==> src/rtl/sfla_pkg.sv <==
// Package for the slab free-list allocator: field widths, register indexes
// and the command/status structs between controller and datapath.
// No dependencies.
package sfla_pkg;

  localparam int ADDR_W      = 32;
  localparam int SLAB_W      = 17;
  localparam int REQ_W       = 17;
  localparam int ALIGN_W     = 4;
  localparam int EFF_W       = 18;
  localparam int CNT_OUT_W   = 11;
  localparam int SIZE_OUT_W  = 17;
  localparam int BYTES_OUT_W = 27;
  localparam int PADDR_W     = 5;
  localparam int PDATA_W     = 32;
  localparam int DIV_CNT_W   = 5;

  localparam logic [SIZE_OUT_W-1:0]  SLOT_BYTES_SAT = '1;
  localparam logic [63:0]            USED_BYTES_SAT = 64'h7FF_FFFF;

  localparam logic CMD_ALLOC   = 1'b0;
  localparam logic CMD_RELEASE = 1'b1;

  typedef enum logic [2:0] {
    REG_POOL_BASE = 3'd0,
    REG_SLAB_BYTES = 3'd1,
    REG_REQ_SLOT = 3'd2,
    REG_ALIGN = 3'd3,
    REG_INIT_SLAB = 3'd4
  } reg_idx_t;

  typedef struct packed {
    logic accept;
    logic setup;
    logic load_slots;
    logic take_slab;
    logic pop;
    logic latch_pop;
    logic grant_fresh;
    logic push;
    logic fail;
    logic calc_used;
    logic load_out;
  } ctrl_cmd_t;

  typedef struct packed {
    logic is_release;
    logic push_ok;
    logic has_freed;
    logic has_fresh;
    logic can_take;
    logic init_ok;
    logic div_busy;
    logic out_busy;
  } dp_status_t;

endpackage

==> src/rtl/sfla_ctrl.sv <==
// Sequencer for the allocator: setup on the first word, then one
// allocate or release per word. Depends on sfla_pkg for command/status.
module sfla_ctrl (
  input  logic                 clk,
  input  logic                 rst,
  input  logic                 in_valid,
  output logic                 in_ready,
  input  sfla_pkg::dp_status_t status,
  output sfla_pkg::ctrl_cmd_t  cmd
);

  typedef enum logic [7:0] {
    ST_IDLE = 8'b0000_0001,
    ST_DIV  = 8'b0000_0010,
    ST_OFFS = 8'b0000_0100,
    ST_INIT = 8'b0000_1000,
    ST_EXEC = 8'b0001_0000,
    ST_POP  = 8'b0010_0000,
    ST_MUL  = 8'b0100_0000,
    ST_DONE = 8'b1000_0000
  } state_t;

  state_t state, state_next;
  logic   running, running_next;

  assign in_ready = (state == ST_IDLE);

  always_comb begin
    state_next   = state;
    running_next = running;
    cmd          = '0;
    unique case (state)
      ST_IDLE: begin
        if (in_valid) begin
          cmd.accept = 1'b1;
          if (running) begin
            state_next = ST_EXEC;
          end else begin
            cmd.setup  = 1'b1;
            state_next = ST_DIV;
          end
        end
      end
      ST_DIV: begin
        if (!status.div_busy) begin
          state_next = ST_OFFS;
        end
      end
      ST_OFFS: begin
        cmd.load_slots = 1'b1;
        state_next     = ST_INIT;
      end
      ST_INIT: begin
        cmd.take_slab = status.init_ok;
        running_next  = 1'b1;
        state_next    = ST_EXEC;
      end
      ST_EXEC: begin
        if (status.is_release) begin
          if (status.push_ok) begin
            cmd.push = 1'b1;
          end else begin
            cmd.fail = 1'b1;
          end
          state_next = ST_MUL;
        end else if (status.has_freed) begin
          cmd.pop    = 1'b1;
          state_next = ST_POP;
        end else if (status.has_fresh) begin
          cmd.grant_fresh = 1'b1;
          state_next      = ST_MUL;
        end else if (status.can_take) begin
          cmd.take_slab = 1'b1;
        end else begin
          cmd.fail   = 1'b1;
          state_next = ST_MUL;
        end
      end
      ST_POP: begin
        cmd.latch_pop = 1'b1;
        state_next    = ST_MUL;
      end
      ST_MUL: begin
        cmd.calc_used = 1'b1;
        state_next    = ST_DONE;
      end
      ST_DONE: begin
        if (!status.out_busy) begin
          cmd.load_out = 1'b1;
          state_next   = ST_IDLE;
        end
      end
      default: begin
        state_next = ST_IDLE;
      end
    endcase
  end

  always_ff @(posedge clk) begin
    if (rst) begin
      state   <= ST_IDLE;
      running <= 1'b0;
    end else begin
      state   <= state_next;
      running <= running_next;
    end
  end

endmodule

==> config.mk <==
export PLATFORM = sky130hd
export DESIGN_NAME = sfla_ctrl
export DESIGN_NICKNAME = d
export VERILOG_FILES = /design/src/rtl/sfla_pkg.sv /design/src/rtl/sfla_ctrl.sv
export SDC_FILE = /design/constraint.sdc
export NUM_CORES = 1
export LEC_CHECK = 0
export BUFFER_PORTS_ARGS = -buffer_cell sky130_fd_sc_hd__clkbuf_2
export CAP_MARGIN = 20
export CORE_MARGIN = 5
export CORE_UTILIZATION = 40
export DETAILED_ROUTE_END_ITERATION = 16
export MAX_ROUTING_LAYER = met4
export PLACE_DENSITY = 0.67
export SETUP_SLACK_MARGIN = 0.1
export SLEW_MARGIN = 0
export SYNTH_ARGS = -nofsm -noshare
export SYNTH_HDL_FRONTEND = slang
export SYNTH_SLANG_ARGS = --single-unit
==> constraint.sdc <==
create_clock -name clk -period 2.35 [get_ports clk]
set_input_delay 0.47 -clock clk [delete_from_list [all_inputs] [get_ports clk]]
set_output_delay 0.47 -clock clk [all_outputs]
set_load 0.1 [all_outputs]
==> impl_metrics.csv <==
group,metric,value,unit
timing,setup_viol,7,
cts,cts-root-buf,"clkbuf_4",
cts,htree_levels,1,
timing,rsz0062_at_grt,"true",
power,p_per_area,429,mW/mm2
drt,vias,746,
power,clkPwrFrac,25.9,%
timing,maxSlewViolCount,0,
yosys,yosysWarnings,0,
timing,worstMarginPinSlew,537,ps
grt,grt_max_degree,9,
power,seq_power_share,32.8,%
cts,cts_tree,"done",
place,io_buffers,22,
timing,tns,-850,ps
power,pwr-share-comb,41.3,%
layout,final_cell_mix,"buf_4 (16), clkbuf_2 (11), buf_12 (10)",
worst_setup_path,max_stage_delay,530,ps
power,p_int,302,uW
yosys,yosysTopAreaCell,"dfxtp_1",
yosys,yosys-top-cells-area,"dfxtp_1 (28%), nor2_1 (7.0%), nor4b_1 (5.5%)",
grt,grt_pass1_vias,706,
worst_setup_path,path_buf_inv,2,
power,power.share.switching,38.1,%
worst_setup_path,cp-start-kind,"flop",
timing,timing.final.crit_share,106,%
run,cap_viol_max_count,0,
place,dp_hpwl,1410,um
yosys,synth_cells,80,
yosys,ys_seq_area_share,28.2,%
floorplanning,die_h,50.0,um
worst_setup_path,crit_chain,"or4_4 > or3_4 > buf_4 > nor2_4 > buf_12",
layout,flow.area_growth_from_synthesis,78.1,%
grt,antenna_found_initial,0,
timing,skew,1.94,ps
floorplanning,rows,14,
yosys,syn_area,639,um2
timing,timing.hold.ws,430,ps
place,place_congestion,0.868,
drt,vias_per_cell,5.41,
layout,layout_commonest_cell,"buf_4",
drt,routedWlPerCell,13.9,um
worst_setup_path,arrival,2020,ps
floorplanning,start_util,42.4,%
cts,cts_hold_buf,0,
timing,setup_ws,-138,ps
timing,slew-limit-headroom,64.3,%
yosys,syn_avg_cell_area,7.99,um2
power,switching_power,186,uW
floorplanning,die_w,50.0,um
worst_setup_path,cp_data_required_time,1880,ps
layout,stdcell_area,0.00114,mm2
worst_setup_path,crit_slowest_cell,"or4_4",
floorplanning,core,0.00151,mm2
cts,clk_pin_slew,60,ps
layout,insertedDiodeCount,0,
floorplanning,design.portCount,23,
cts,insertion_delay,270,ps
power,ir_drop,0.372,mV
power,power.leakage,0.494,nW
grt,grt_pass1_wl,3150,um
cts,cts_buffers,3,
worst_setup_path,path_max_fanout,4,
layout,final_nets,134,
yosys,synthesis.nets,91,
drt,first_pass_iters,4,
grt,grt_overflow,0,
outcome,status,"complete, but fails checks",
grt,grtUsageTotal,16.9,%
timing,clock.fmax,402,MHz
drt,route.antenna.remaining_nets,0,
drt,drt_iter0_markers,17,
yosys,yosys.area.top_type_share,28.2,%
drt,routed_wl,1920,um
timing,final_hold_viol_count,0,
worst_setup_path,endpoint_kind,"primary output",
power,power,489,uW
outcome,violations,"negative setup slack",
layout,drive_gt1_share,53.3,%
worst_setup_path,crit_type,"reg2out",
timing,layout_min_cycle_time,2490,ps
worst_setup_path,crit_family,"simple AND/OR/NAND/NOR gates",
place,placed_cell_area,0.00101,mm2
min_path,hold_path.class,"in2reg",
floorplanning,die_area,0.00250,mm2
yosys,ys_types,31,
cts,cts_buffer_depth,2,
drt,drc,0,
yosys,ys_seq_elements,9,
cts,cts.sinks,9,
registers in the layout (all words and copies together), names as in the netlist:
name and count:
running 1, state 8
Yosys cell counts, drive strengths merged:
library cell  count
a211oi            1
a21o              1
a21oi             5
a31oi             4
and2b             2
and3              2
buf               1
dfxtp             9
inv               6
nand2             5
nand2b            4
nand3             1
nand3b            1
nand4             1
nor2             12
nor3              4
nor4              4
nor4b             5
o21a              1
o21ai             2
o21ba             1
o311ai            1
or2               2
or2b              2
or3               1
or4               1
or4b              1
area by class of cell:
| class | count | area (um2) |
|---|---|---|
| multi-input combinational | 64 | 489 |
| sequential | 9 | 183 |
| inverter | 6 | 22.5 |
| timing repair buffer | 39 | 398 |
| fill | 103 | 368 |
| clock buffer | 4 | 26.3 |
| tap | 16 | 20.0 |
final timing paths:
kind                            endpoint     start  slack [ps]  depth (start not counted)
worst min-delay path             running       rst         430                          2
worst min register to register   running   running         490                          2
worst max-delay path              cmd[3]  state[0]        -140                          5
worst max register to register  state[6]  state[0]         240                         10
metrics by stage:
step / util, % / cells / worst slack, ps
floorplan: - / 80 / -511
global placement: 66.8 / 125 / 115
detailed placement: 66.8 / 125 / 72.2
CTS: 73.8 / 135 / -205
global route: 75.6 / 138 / -198
finish: 75.6 / 138 / -138
power groups by stage:
| stage | Combinational, mW | Clock (mW) | Sequential (mW) |
|---|---|---|---|
| 6_report | 0.202 | 0.126 | 0.160 |
| 5_1_grt | 0.214 | 0.140 | 0.160 |
| 4_1_cts | 0.195 | 0.130 | 0.160 |
| 3_5_place_dp | 0.184 | 0 | 0.163 |
| 3_3_place_gp | 0.182 | 0 | 0.163 |
| 2_1_floorplan | 0.113 | 0 | 0.164 |
per-layer routing:
metal	vias to the layer above	part of all wire (%)	GRT usage, %
met4	0	2.0	5.24
met2	21	51	27.6
met3	7	4.6	5.42
met1	340	43	19.5
li1	378	-	-
met5	-	0	-
kinds of logic after synthesis:
family	after synthesis	synth area share, %
AOI/OAI and AO/OA	16	15.9
buffers and inverters	7	4.70
DFF	9	28.2
and+or+nand+nor	48	51.3
repair_timing:
item	4_1_cts	5_1_grt
buffers inserted	6	3
pin swaps	6	4
resized for setup	7	3
endpoints found under the setup margin	7	8
No activity file was read; power rests on OpenSTA's default activity.
